==> config.mk <==
export PLATFORM = sky130hd
export DESIGN_NAME = servo_bus_packet_engine_unit
export DESIGN_NICKNAME = d
export VERILOG_FILES = /design/src/hw/rtl/sbpe_pkg.sv /design/src/hw/rtl/servo_bus_packet_engine_unit.sv
export SDC_FILE = /design/constraint.sdc
export NUM_CORES = 1
export LEC_CHECK = 0
export BUFFER_PORTS_ARGS = -buffer_cell sky130_fd_sc_hd__buf_2
export CAP_MARGIN = 20
export CELL_PAD_IN_SITES_DETAIL_PLACEMENT = 1
export CELL_PAD_IN_SITES_GLOBAL_PLACEMENT = 2
export CORE_ASPECT_RATIO = 1.25
export CORE_MARGIN = 2
export CORE_UTILIZATION = 45
export CTS_CLUSTER_DIAMETER = 50
export DETAILED_ROUTE_END_ITERATION = 10
export PLACE_DENSITY = 0.95
export SYNTH_ARGS = -nofsm -noshare
export SYNTH_HDL_FRONTEND = slang
export SYNTH_SLANG_ARGS = --single-unit
==> constraint.sdc <==
create_clock -name clk -period 9.23 [get_ports clk]
set_input_delay 1.3845 -clock clk [delete_from_list [all_inputs] [get_ports clk]]
set_output_delay 1.3845 -clock clk [all_outputs]
set_load 0.01 [all_outputs]
==> src/hw/rtl/sbpe_pkg.sv <==
// Shared types, protocol codes and the microcode ROM for the servo bus packet engine.
// No dependencies; used by servo_bus_packet_engine_unit.
package sbpe_pkg;

  localparam int MAX_PACKET_BYTES = 11;

  // divide by 100: floor(x * RECIP_100 >> RECIP_SHIFT), exact for x < 91180
  localparam int RECIP_SHIFT = 23;
  localparam logic [16:0] RECIP_100 = 17'd83887;
  localparam logic [8:0]  ANGLE_SCALE = 9'd341;
  localparam logic [11:0] POS_CENTER = 12'd665;
  localparam logic [9:0]  POS_MAX = 10'd1023;

  localparam logic [7:0] HDR_BYTE      = 8'hFF;
  localparam logic [7:0] ID_BROADCAST  = 8'hFE;
  localparam logic [7:0] INS_READ      = 8'h02;
  localparam logic [7:0] INS_WRITE     = 8'h03;
  localparam logic [7:0] INS_REG_WRITE = 8'h04;
  localparam logic [7:0] INS_ACTION    = 8'h05;
  localparam logic [7:0] ADDR_GOAL     = 8'h1E;
  localparam logic [7:0] ADDR_SPEED    = 8'h20;
  localparam logic [7:0] ADDR_POS      = 8'h24;
  localparam logic [7:0] ADDR_MOVING   = 8'h2E;
  localparam logic [7:0] ADDR_CW_LIMIT = 8'h06;
  localparam logic [7:0] WHEEL_FWD     = 8'h04;

  localparam logic KIND_TX     = 1'b0;
  localparam logic KIND_REPORT = 1'b1;

  typedef enum logic [2:0] {
    OP_GOAL, OP_WHEEL, OP_READ_POS, OP_READ_MOV,
    OP_WHEEL_MODE, OP_JOINT_MODE, OP_ACTION, OP_RX
  } op_t;

  typedef enum logic [1:0] {
    RK_ACK, RK_POS, RK_MOV
  } reply_t;

  typedef enum logic [1:0] {
    ST_IDLE, ST_RUN, ST_RX
  } state_t;

  typedef enum logic [1:0] {
    ACT_EMIT, ACT_MUL1, ACT_MUL2, ACT_JMP
  } act_t;

  typedef enum logic [3:0] {
    SRC_HDR, SRC_ID, SRC_IMM, SRC_INS, SRC_POSL, SRC_POSH,
    SRC_SPDL, SRC_SPDH, SRC_VELL, SRC_VELH, SRC_SUM
  } src_t;

  typedef enum logic {
    CND_ALWAYS, CND_JOINT
  } cnd_t;

  typedef logic [5:0] upc_t;

  typedef struct packed {
    act_t       act;
    src_t       src;
    logic [7:0] imm;
    cnd_t       cnd;
    upc_t       target;
    logic       done;
  } ucw_t;

  localparam upc_t PC_GOAL      = 6'd0;
  localparam upc_t PC_WHEEL     = 6'd13;
  localparam upc_t PC_READ_POS  = 6'd22;
  localparam upc_t PC_READ_MOV  = 6'd30;
  localparam upc_t PC_MODE      = 6'd38;
  localparam upc_t PC_MODE_SUM  = 6'd49;
  localparam upc_t PC_JOINT     = 6'd50;
  localparam upc_t PC_ACTION    = 6'd53;

  function automatic ucw_t u_base();
    ucw_t w;
    w.act    = ACT_EMIT;
    w.src    = SRC_IMM;
    w.imm    = 8'h00;
    w.cnd    = CND_ALWAYS;
    w.target = '0;
    w.done   = 1'b0;
    return w;
  endfunction

  function automatic ucw_t u_src(src_t s);
    ucw_t w;
    w = u_base();
    w.src = s;
    return w;
  endfunction

  function automatic ucw_t u_imm(logic [7:0] v);
    ucw_t w;
    w = u_base();
    w.imm = v;
    return w;
  endfunction

  function automatic ucw_t u_sum();
    ucw_t w;
    w = u_base();
    w.src  = SRC_SUM;
    w.done = 1'b1;
    return w;
  endfunction

  function automatic ucw_t u_act(act_t a);
    ucw_t w;
    w = u_base();
    w.act = a;
    return w;
  endfunction

  function automatic ucw_t u_jmp(cnd_t c, upc_t t);
    ucw_t w;
    w = u_base();
    w.act    = ACT_JMP;
    w.cnd    = c;
    w.target = t;
    return w;
  endfunction

  function automatic ucw_t ucode(upc_t pc);
    ucw_t w;
    case (pc)
      // goal position
      6'd0:  w = u_act(ACT_MUL1);
      6'd1:  w = u_act(ACT_MUL2);
      6'd2:  w = u_src(SRC_HDR);
      6'd3:  w = u_src(SRC_HDR);
      6'd4:  w = u_src(SRC_ID);
      6'd5:  w = u_imm(8'd7);
      6'd6:  w = u_src(SRC_INS);
      6'd7:  w = u_imm(ADDR_GOAL);
      6'd8:  w = u_src(SRC_POSL);
      6'd9:  w = u_src(SRC_POSH);
      6'd10: w = u_src(SRC_SPDL);
      6'd11: w = u_src(SRC_SPDH);
      6'd12: w = u_sum();
      // wheel speed
      6'd13: w = u_src(SRC_HDR);
      6'd14: w = u_src(SRC_HDR);
      6'd15: w = u_src(SRC_ID);
      6'd16: w = u_imm(8'd5);
      6'd17: w = u_src(SRC_INS);
      6'd18: w = u_imm(ADDR_SPEED);
      6'd19: w = u_src(SRC_VELL);
      6'd20: w = u_src(SRC_VELH);
      6'd21: w = u_sum();
      // read position
      6'd22: w = u_src(SRC_HDR);
      6'd23: w = u_src(SRC_HDR);
      6'd24: w = u_src(SRC_ID);
      6'd25: w = u_imm(8'd4);
      6'd26: w = u_imm(INS_READ);
      6'd27: w = u_imm(ADDR_POS);
      6'd28: w = u_imm(8'd2);
      6'd29: w = u_sum();
      // read moving flag
      6'd30: w = u_src(SRC_HDR);
      6'd31: w = u_src(SRC_HDR);
      6'd32: w = u_src(SRC_ID);
      6'd33: w = u_imm(8'd4);
      6'd34: w = u_imm(INS_READ);
      6'd35: w = u_imm(ADDR_MOVING);
      6'd36: w = u_imm(8'd1);
      6'd37: w = u_sum();
      // wheel / joint mode: angle limits
      6'd38: w = u_src(SRC_HDR);
      6'd39: w = u_src(SRC_HDR);
      6'd40: w = u_src(SRC_ID);
      6'd41: w = u_imm(8'd7);
      6'd42: w = u_imm(INS_WRITE);
      6'd43: w = u_imm(ADDR_CW_LIMIT);
      6'd44: w = u_imm(8'h00);
      6'd45: w = u_imm(8'h00);
      6'd46: w = u_jmp(CND_JOINT, PC_JOINT);
      6'd47: w = u_imm(8'h00);
      6'd48: w = u_imm(8'h00);
      6'd49: w = u_sum();
      6'd50: w = u_imm(8'hFF);
      6'd51: w = u_imm(8'h03);
      6'd52: w = u_jmp(CND_ALWAYS, PC_MODE_SUM);
      // broadcast action
      6'd53: w = u_src(SRC_HDR);
      6'd54: w = u_src(SRC_HDR);
      6'd55: w = u_imm(ID_BROADCAST);
      6'd56: w = u_imm(8'd2);
      6'd57: w = u_imm(INS_ACTION);
      default: w = u_sum();
    endcase
    return w;
  endfunction

  function automatic upc_t entry_pc(op_t op);
    case (op)
      OP_GOAL:       return PC_GOAL;
      OP_WHEEL:      return PC_WHEEL;
      OP_READ_POS:   return PC_READ_POS;
      OP_READ_MOV:   return PC_READ_MOV;
      OP_WHEEL_MODE: return PC_MODE;
      OP_JOINT_MODE: return PC_MODE;
      default:       return PC_ACTION;
    endcase
  endfunction

  // full packet length including header and checksum
  function automatic logic [4:0] pkt_len(op_t op);
    case (op)
      OP_GOAL, OP_WHEEL_MODE, OP_JOINT_MODE: return 5'd11;
      OP_WHEEL:                              return 5'd9;
      OP_READ_POS, OP_READ_MOV:              return 5'd8;
      default:                               return 5'd6;
    endcase
  endfunction

  function automatic logic [3:0] reply_len(op_t op);
    case (op)
      OP_READ_POS: return 4'd8;
      OP_READ_MOV: return 4'd7;
      OP_ACTION:   return 4'd0;
      default:     return 4'd6;
    endcase
  endfunction

  function automatic reply_t reply_of(op_t op);
    case (op)
      OP_READ_POS: return RK_POS;
      OP_READ_MOV: return RK_MOV;
      default:     return RK_ACK;
    endcase
  endfunction

endpackage

==> src/hw/rtl/servo_bus_packet_engine_unit.sv <==
// Servo bus packet engine top level: input latch, microcode sequencer, datapath, output register.
// Depends on sbpe_pkg (codes, control word type, microcode ROM).
//
// Usage:
//   Input stream s_*: one beat is a command or a received status byte. s_tuser holds op;
//   ops 0..6 build one instruction packet, op 7 feeds one byte of the servo's reply.
//   Output stream m_*: m_tuser = 0 beats are packet bytes in order, m_tlast on the
//   checksum byte; m_tuser = 1 is a status report (status_ok, value) issued when the
//   awaited reply length has been counted.
//   Timing: a command beat runs a microprogram of one step per cycle; each packet byte
//   step waits for the output register to be free. Goal position has two extra steps
//   for the multiply and the divide by 100; joint/wheel mode adds one jump step, joint
//   mode two. s_tready is high only while the sequencer is idle, so at most one beat
//   is in work; the last result may still sit in the output register while the next
//   beat is taken.
//   Stall: a full output register with low m_tready holds a byte or report step.
//   Reset clears the sequencer, the output valid flag and the reply tracking; no reply
//   is awaited after reset.
module servo_bus_packet_engine_unit (
  input  logic        clk,
  input  logic        rst,
  input  logic        s_tvalid,
  output logic        s_tready,
  input  logic [39:0] s_tdata,   // servo_id, goal_angle, speed, deferred, rx_byte, pad
  input  logic [2:0]  s_tuser,   // op
  output logic        m_tvalid,
  input  logic        m_tready,
  output logic [31:0] m_tdata,   // tx_byte, status_ok, value, pad
  output logic        m_tlast,
  output logic        m_tuser    // kind
);

  sbpe_pkg::state_t state, state_next;
  sbpe_pkg::upc_t   pc;
  sbpe_pkg::op_t    op_q;
  sbpe_pkg::ucw_t   uw;

  logic [7:0]        id_q;
  logic signed [8:0] ang_q;
  logic signed [10:0] spd_q;
  logic              dfr_q;
  logic [7:0]        rxb_q;
  logic [16:0]       prod1;
  logic [9:0]        quo;
  logic [7:0]        tx_sum;

  logic [3:0]        rx_expected;
  logic [3:0]        rx_count;
  sbpe_pkg::reply_t  reply_kind;
  logic [7:0]        rx_error;
  logic [7:0]        rx_param_low;
  logic [7:0]        rx_param_high;

  logic out_free, accept, run_step, emit, jump_take, rx_update, rx_report, rx_done;
  logic [8:0]  mag_ang;
  logic [33:0] prod2;
  logic signed [11:0] pos_s;
  logic [9:0]  pos;
  logic [10:0] spd_abs;
  logic [9:0]  vmag;
  logic [7:0]  tx_b;
  logic [3:0]  cnt_inc;
  logic [7:0]  err_n, lo_n, hi_n;
  logic        ok_n;
  logic [16:0] val_n;

  assign out_free = !m_tvalid || m_tready;
  assign uw       = sbpe_pkg::ucode(pc);
  assign accept   = s_tvalid && s_tready;

  // next state
  always_comb begin
    state_next = state;
    case (state)
      sbpe_pkg::ST_IDLE: begin
        if (accept) begin
          if (sbpe_pkg::op_t'(s_tuser) == sbpe_pkg::OP_RX) begin
            state_next = sbpe_pkg::ST_RX;
          end else if (sbpe_pkg::pkt_len(sbpe_pkg::op_t'(s_tuser)) <=
                       5'(sbpe_pkg::MAX_PACKET_BYTES)) begin
            state_next = sbpe_pkg::ST_RUN;
          end
        end
      end
      sbpe_pkg::ST_RUN: begin
        if (run_step && uw.done) state_next = sbpe_pkg::ST_IDLE;
      end
      sbpe_pkg::ST_RX: begin
        if (rx_done) state_next = sbpe_pkg::ST_IDLE;
      end
      default: state_next = sbpe_pkg::ST_IDLE;
    endcase
  end

  // control outputs
  always_comb begin
    s_tready  = (state == sbpe_pkg::ST_IDLE);
    run_step  = (state == sbpe_pkg::ST_RUN) &&
                (uw.act != sbpe_pkg::ACT_EMIT || out_free);
    emit      = run_step && uw.act == sbpe_pkg::ACT_EMIT;
    jump_take = uw.cnd == sbpe_pkg::CND_ALWAYS || op_q == sbpe_pkg::OP_JOINT_MODE;
    rx_update = 1'b0;
    rx_report = 1'b0;
    rx_done   = 1'b0;
    if (state == sbpe_pkg::ST_RX) begin
      if (rx_expected == 4'd0) begin
        rx_done = 1'b1;
      end else if (cnt_inc != rx_expected) begin
        rx_update = 1'b1;
        rx_done   = 1'b1;
      end else if (out_free) begin
        rx_update = 1'b1;
        rx_report = 1'b1;
        rx_done   = 1'b1;
      end
    end
  end

  // angle to position: |a|*341, /100 by reciprocal, sign, +665, clamp
  assign mag_ang = ang_q[8] ? (~ang_q + 9'd1) : ang_q;
  assign prod2   = {17'b0, prod1} * {17'b0, sbpe_pkg::RECIP_100};
  assign pos_s   = ang_q[8] ? $signed(sbpe_pkg::POS_CENTER) - $signed({2'b0, quo})
                            : $signed(sbpe_pkg::POS_CENTER) + $signed({2'b0, quo});
  assign pos     = pos_s[11] ? 10'd0 :
                   (pos_s > $signed({2'b0, sbpe_pkg::POS_MAX})) ? sbpe_pkg::POS_MAX :
                   pos_s[9:0];

  assign spd_abs = spd_q[10] ? (~spd_q + 11'd1) : spd_q;
  assign vmag    = spd_abs[10] ? sbpe_pkg::POS_MAX : spd_abs[9:0];

  always_comb begin
    case (uw.src)
      sbpe_pkg::SRC_HDR:  tx_b = sbpe_pkg::HDR_BYTE;
      sbpe_pkg::SRC_ID:   tx_b = id_q;
      sbpe_pkg::SRC_INS:  tx_b = dfr_q ? sbpe_pkg::INS_REG_WRITE : sbpe_pkg::INS_WRITE;
      sbpe_pkg::SRC_POSL: tx_b = pos[7:0];
      sbpe_pkg::SRC_POSH: tx_b = {6'b0, pos[9:8]};
      sbpe_pkg::SRC_SPDL: tx_b = spd_q[10] ? 8'h00 : spd_q[7:0];
      sbpe_pkg::SRC_SPDH: tx_b = spd_q[10] ? 8'h00 : {5'b0, spd_q[10:8]};
      sbpe_pkg::SRC_VELL: tx_b = vmag[7:0];
      sbpe_pkg::SRC_VELH: tx_b = (spd_q[10] ? 8'h00 : sbpe_pkg::WHEEL_FWD) |
                                 {6'b0, vmag[9:8]};
      sbpe_pkg::SRC_SUM:  tx_b = ~tx_sum;
      default:            tx_b = uw.imm;
    endcase
  end

  // reply capture and report
  assign cnt_inc = rx_count + 4'd1;
  assign err_n   = (rx_count == 4'd4) ? rxb_q : rx_error;
  assign lo_n    = (rx_count == 4'd5) ? rxb_q : rx_param_low;
  assign hi_n    = (rx_count == 4'd6) ? rxb_q : rx_param_high;
  assign ok_n    = (err_n == 8'h00);

  always_comb begin
    case (reply_kind)
      sbpe_pkg::RK_POS: val_n = ok_n ? {1'b0, hi_n, lo_n} : 17'h1FFFF;
      sbpe_pkg::RK_MOV: val_n = {16'b0, ok_n && lo_n != 8'h00};
      default:          val_n = 17'd0;
    endcase
  end

  always_ff @(posedge clk) begin
    if (rst) begin
      state         <= sbpe_pkg::ST_IDLE;
      pc            <= '0;
      m_tvalid      <= 1'b0;
      rx_expected   <= '0;
      rx_count      <= '0;
      reply_kind    <= sbpe_pkg::RK_ACK;
      rx_error      <= '0;
      rx_param_low  <= '0;
      rx_param_high <= '0;
      tx_sum        <= '0;
    end else begin
      state <= state_next;
      if (emit || rx_report) begin
        m_tvalid <= 1'b1;
      end else if (m_tready) begin
        m_tvalid <= 1'b0;
      end

      if (accept) begin
        op_q  <= sbpe_pkg::op_t'(s_tuser);
        id_q  <= s_tdata[7:0];
        ang_q <= s_tdata[16:8];
        spd_q <= s_tdata[27:17];
        dfr_q <= s_tdata[28];
        rxb_q <= s_tdata[36:29];
        pc    <= sbpe_pkg::entry_pc(sbpe_pkg::op_t'(s_tuser));
        if (state_next == sbpe_pkg::ST_RUN) begin
          tx_sum      <= '0;
          rx_count    <= '0;
          rx_expected <= sbpe_pkg::reply_len(sbpe_pkg::op_t'(s_tuser));
          reply_kind  <= sbpe_pkg::reply_of(sbpe_pkg::op_t'(s_tuser));
        end
      end

      if (run_step) begin
        pc <= (uw.act == sbpe_pkg::ACT_JMP && jump_take) ? uw.target : pc + 6'd1;
        case (uw.act)
          sbpe_pkg::ACT_MUL1: prod1 <= {8'b0, mag_ang} * {8'b0, sbpe_pkg::ANGLE_SCALE};
          sbpe_pkg::ACT_MUL2: quo   <= prod2[sbpe_pkg::RECIP_SHIFT +: 10];
          default: ;
        endcase
      end

      if (emit) begin
        m_tdata  <= {6'b0, 17'd0, 1'b0, tx_b};
        m_tlast  <= uw.done;
        m_tuser  <= sbpe_pkg::KIND_TX;
        if (uw.src != sbpe_pkg::SRC_HDR && uw.src != sbpe_pkg::SRC_SUM) begin
          tx_sum <= tx_sum + tx_b;
        end
      end

      if (rx_update) begin
        rx_error      <= err_n;
        rx_param_low  <= lo_n;
        rx_param_high <= hi_n;
        rx_count      <= rx_report ? 4'd0 : cnt_inc;
      end
      if (rx_report) begin
        rx_expected <= '0;
        m_tdata     <= {6'b0, val_n, ok_n, 8'h00};
        m_tlast     <= 1'b0;
        m_tuser     <= sbpe_pkg::KIND_REPORT;
      end
    end
  end

endmodule
==> implementation parameters <==
Parameter                              Value

Status
  Status ... completed

Worst setup path
  Endpoint of the worst-slack reg-to-reg timing path ... quo[9]
  Worst setup path class ... reg2reg
  Longest individual stage delay on the worst path ... between 0.7 and 0.8 ns
  Data arrival, critical path ... around 6.6 ns
  Dominant cell type by count on the critical path ... sky130_fd_sc_hd__fa_1
  Kind of end point of the critical path ... flip-flop
  Number of cells traversed by the worst register-to-register path ... 17
  Setup slack on the worst flop-to-flop path ... between 2 and 3 ns
  Largest fanout on the critical path ... 9
  Cell with the biggest individual delay on the critical path ... sky130_fd_sc_hd__edfxtp_1
  Cells along the critical path ... ha_1 -> fa_1 -> inv_1 -> fa_1 -> fa_1 -> inv_1 -> fa_1 -> fa_1 -> ha_1 -> a41oi_1 -> o21ai_0 -> a22oi_1 -> a31oi_1 -> a2111oi_0 -> o31ai_1 -> a21oi_1 -> xnor2_1
  Data required time of the worst path ... between 9 and 10 ns
  Startpoint of the worst-slack reg-to-reg timing path ... prod1[8]
  Element type at the critical path start ... flip-flop

Routing
  # DRC ... 0
  Post-route ant nets ... 0
  Vias after detailed routing ... around 11000
  Number of detailed-route iterations in the first pass ... 5
  Number of violations reported at the end of detailed-routing iteration 0 ... approximately 520
  Routed Wire Length ... between 30000 and 40000 µm
  DR WL/cell ... 20.2 µm
  Vias per Instance ... around 5.7

Placed design
  Dpl hpwl ... 31000 µm
  Port Buf Inserts ... 73
  Placer congestion estimate ... approximately 0.85
  Post-Place Setup Slack ... ~2.8 ns

Synthesis
  Count of distinct cell types in the synthesized netlist ... between 80 and 90
  Post-synthesis average cell area ... approximately 10 µm²
  Count of synthesis-stage warnings from yosys ... 0
  Post-synthesis instance area ... 14800 µm²
  Dominant cells by area after synthesis ... sky130_fd_sc_hd__edfxtp_1 19%, sky130_fd_sc_hd__fa_1 19%, sky130_fd_sc_hd__ha_1 18%, sky130_fd_sc_hd__dfxtp_1 9.1%, sky130_fd_sc_hd__inv_1 4.6%
  Sequential element share of the synthesized area ... between 20 and 30%
  Synth area leader ... sky130_fd_sc_hd__edfxtp_1
  Number of instances in the synthesized netlist ... ~1500
  EDFF count, synth ... 95
  Most used flip-flop cell after synthesis ... sky130_fd_sc_hd__edfxtp_1
  Flop and latch count out of synthesis ... approximately 160
  Area share of the leading cell type in the synthesized netlist ... approximately 19%
  Async set or reset register ratio after synthesis ... 0%

STA
  Setup TNS ... 0 ns
  Max-slew headroom at the worst pin ... a little under a third
  Unrepaired setup endpoints after global routing ... false
  Slew at the pin closest to its max-slew limit ... ~1.0 ns
  Worst Setup Slack, final ... ~2.8 ns
  Worst clock skew ... roughly 0.012 ns
  Number of pins with negative max-slew slack in the final report ... 0
  Period utilisation layout ... between 60% and 70%
  Count of final hold-check violations ... 0
  Maximum frequency from static timing analysis ... between 0.15 and 0.2 GHz
  Crit path time final ... 6.45 ns
  Number of endpoints failing setup at the final stage ... 0
  Smallest hold slack ... around 0.46 ns

Hold path
  Start point of the worst hold path ... rx_param_high[3]
  Hold Path Cell Cnt ... 2
  Path category of the worst min-delay check ... reg2reg
  Worst Hold End ... rx_param_high[3]

Clocking
  Number of buffers on the longest clock path ... 2
  Post-CTS repair timing setup buffer count ... 0
  Hold_buf cts ... 0
  Clock-pin slew of the registers on the worst-case setup and hold paths ... approximately 0.06 ns
  Clock latency of the later-clocked register in the worst-skew pair ... around 0.46 ns
  # resized after CTS ... 0
  Deepest level of the CTS H-tree ... 4
  CTS buffer count ... 17
  Clock Sinks ... roughly 160
  Cell at the root of the clock tree ... sky130_fd_sc_hd__clkbuf_16
  CTS tree ... built

Die
  Overall die width ... roughly 170 µm
  Placeable core region ... ~33000 µm²
  Initial Utilization ... 45.4%
  Area enclosed by the die boundary ... between 30000 and 40000 µm²
  I/O pin count ... a little over 80
  Row count ... 74
  Die Y-Extent ... approximately 210 µm

Layout
  Area taken by flip-flops and latches ... roughly 4200 µm²
  Count of nets after finishing ... 1909
  Fraction of final layout cells sized beyond drive strength 1 ... a little under a tenth
  Fill cell count ... roughly 3600
  Most frequent standard cell in the layout excluding fill and tap cells ... sky130_fd_sc_hd__ha_1
  Area of the multi-input gates ... around 10000 µm²
  Commonest non-fill, non-tap cells in the layout ... 214 x sky130_fd_sc_hd__ha_1, 181 x sky130_fd_sc_hd__inv_1, 137 x sky130_fd_sc_hd__fa_1
  Total inserted antenna cells ... 0
  Area added between synthesis and finish ... 9.36%

Pwr
  Internal power of the cells ... about 2.5 mW
  Relative contribution of sequential cells to total power ... a little over a fifth
  Total leakage power ... slightly above 7 nW
  Combinational power share ... 62.5%
  Peak ir drop on the vdd network ... around 190 µV
  Switching Share ... 44.6%
  PwrDens ... roughly 280 nW/µm²
  Clock share of power ... between 10% and 20%
  Net switching power ... approximately 2 mW

Run
  Maximum capacitance violations ... 0

GRT
  First-pass GRT wire length ... between 60000 and 70000 µm
  Via count of the first global-routing pass ... around 12000
  Antenna violations before repair ... 0
  Remaining global-route overflow ... 0
  Overall fraction of global-route tracks in use ... 23.7%
  Pin count of the biggest net entering global routing ... 57
area by class of cell:
cell class,instances,share of cell area [%]
Multi-Input combinational cell,1063,60.0
Clock inverter,11,0.865
Tap cell,418,3.23
Clock buffer,21,2.98
Sequential cell,162,25.9
Timing Repair Buffer,82,2.75
Inverter,185,4.29
layer usage:
layer	wire (µm)	global-route usage, %	share of wire, %
met3	713	2.71	1.8
met1	15400	25.9	39
met4	1620	10.7	4.1
met5	0	0	0
met2	21600	46.2	55
cell usage after synthesis, types with 5 or more instances:
cell / n
sky130_fd_sc_hd__nand3_1: 41
sky130_fd_sc_hd__o21bai_1: 5
sky130_fd_sc_hd__inv_1: 181
sky130_fd_sc_hd__nor3_1: 25
sky130_fd_sc_hd__and2_1: 15
sky130_fd_sc_hd__a211oi_1: 18
sky130_fd_sc_hd__nor2_1: 78
sky130_fd_sc_hd__clkbuf_1: 30
sky130_fd_sc_hd__o21ai_1: 6
sky130_fd_sc_hd__nand2_1: 117
sky130_fd_sc_hd__o211ai_1: 9
sky130_fd_sc_hd__nand2b_1: 11
sky130_fd_sc_hd__nand4_1: 6
sky130_fd_sc_hd__mux2i_1: 12
sky130_fd_sc_hd__ha_1: 214
sky130_fd_sc_hd__o31ai_1: 7
sky130_fd_sc_hd__xor2_1: 18
sky130_fd_sc_hd__o22ai_1: 7
sky130_fd_sc_hd__fa_1: 137
sky130_fd_sc_hd__a21oi_1: 91
sky130_fd_sc_hd__buf_4: 6
sky130_fd_sc_hd__xnor2_1: 45
sky130_fd_sc_hd__o21ai_0: 30
sky130_fd_sc_hd__nor2b_1: 9
sky130_fd_sc_hd__buf_2: 10
sky130_fd_sc_hd__a31oi_1: 34
sky130_fd_sc_hd__edfxtp_1: 95
sky130_fd_sc_hd__a21o_1: 12
sky130_fd_sc_hd__dfxtp_1: 67
sky130_fd_sc_hd__nor4_1: 8
critical path: cells and delay by family, from the launching register on:
kind,cells,cell delay (ns)
buf+inv,2,0.11
xor+xnor,1,0.10
fa+ha+maj,7,3.29
compound gates,7,1.92
flops,1,0.77
sequential cells by signal, summed over array words and instances (netlist names), 9 cells and up:
signal and cells:
ang_q 9, quo 10, prod1 17, uw 17, m_tdata 26, spd_q 11
per-stage QoR:
stage | cells | cell area (µm²) | power (mW) | util (%)
floorplan | 1462 | 14800 | 3.00 | -
global placement | 1908 | 15500 | 3.60 | 47.7
detailed placement | 1909 | 15600 | 3.77 | 47.7
CTS | 1941 | 16200 | 4.58 | 49.7
global route | 1942 | 16200 | 5.01 | 49.7
finish | 1942 | 16200 | 4.54 | 49.7
cell families after synthesis:
logic type                 Yosys count  share of synthesized area (%)
muxes                               12                          0.811
other                                1                         0.0253
xor gates and xnor gates            63                           3.73
adders and majority gates          351                           36.6
and+or+nand+nor                    353                           11.7
AOI/OAI and AO/OA                  278                           12.3
buffers and inverters              237                           6.45
DFF                                162                           28.3
power by group through the flow:
stage | registers [mW] | clock network (mW) | logic [mW]
6_report | 0.952 | 0.753 | 2.84
5_1_grt | 0.960 | 0.791 | 3.26
4_1_cts | 0.952 | 0.765 | 2.86
3_5_place_dp | 0.967 | 0 | 2.81
3_3_place_gp | 0.965 | 0 | 2.64
2_1_floorplan | 0.941 | 0 | 2.06
worst max path at each step:
| stage | endpoint | slack, ns | start | cells after the start |
|---|---|---|---|---|
| after global placement | quo[9] | 2.95 | prod1[9] | 19 |
| after CTS | quo[9] | 2.75 | prod1[10] | 17 |
| final | quo[9] | 2.78 | prod1[8] | 17 |
| after detailed placement | quo[9] | 2.76 | prod1[10] | 17 |
| after global routing | quo[9] | 2.40 | prod1[15] | 19 |
| after floorplan | quo[9] | 3.63 | prod1[8] | 17 |
Power figures use the tool's default switching activity.
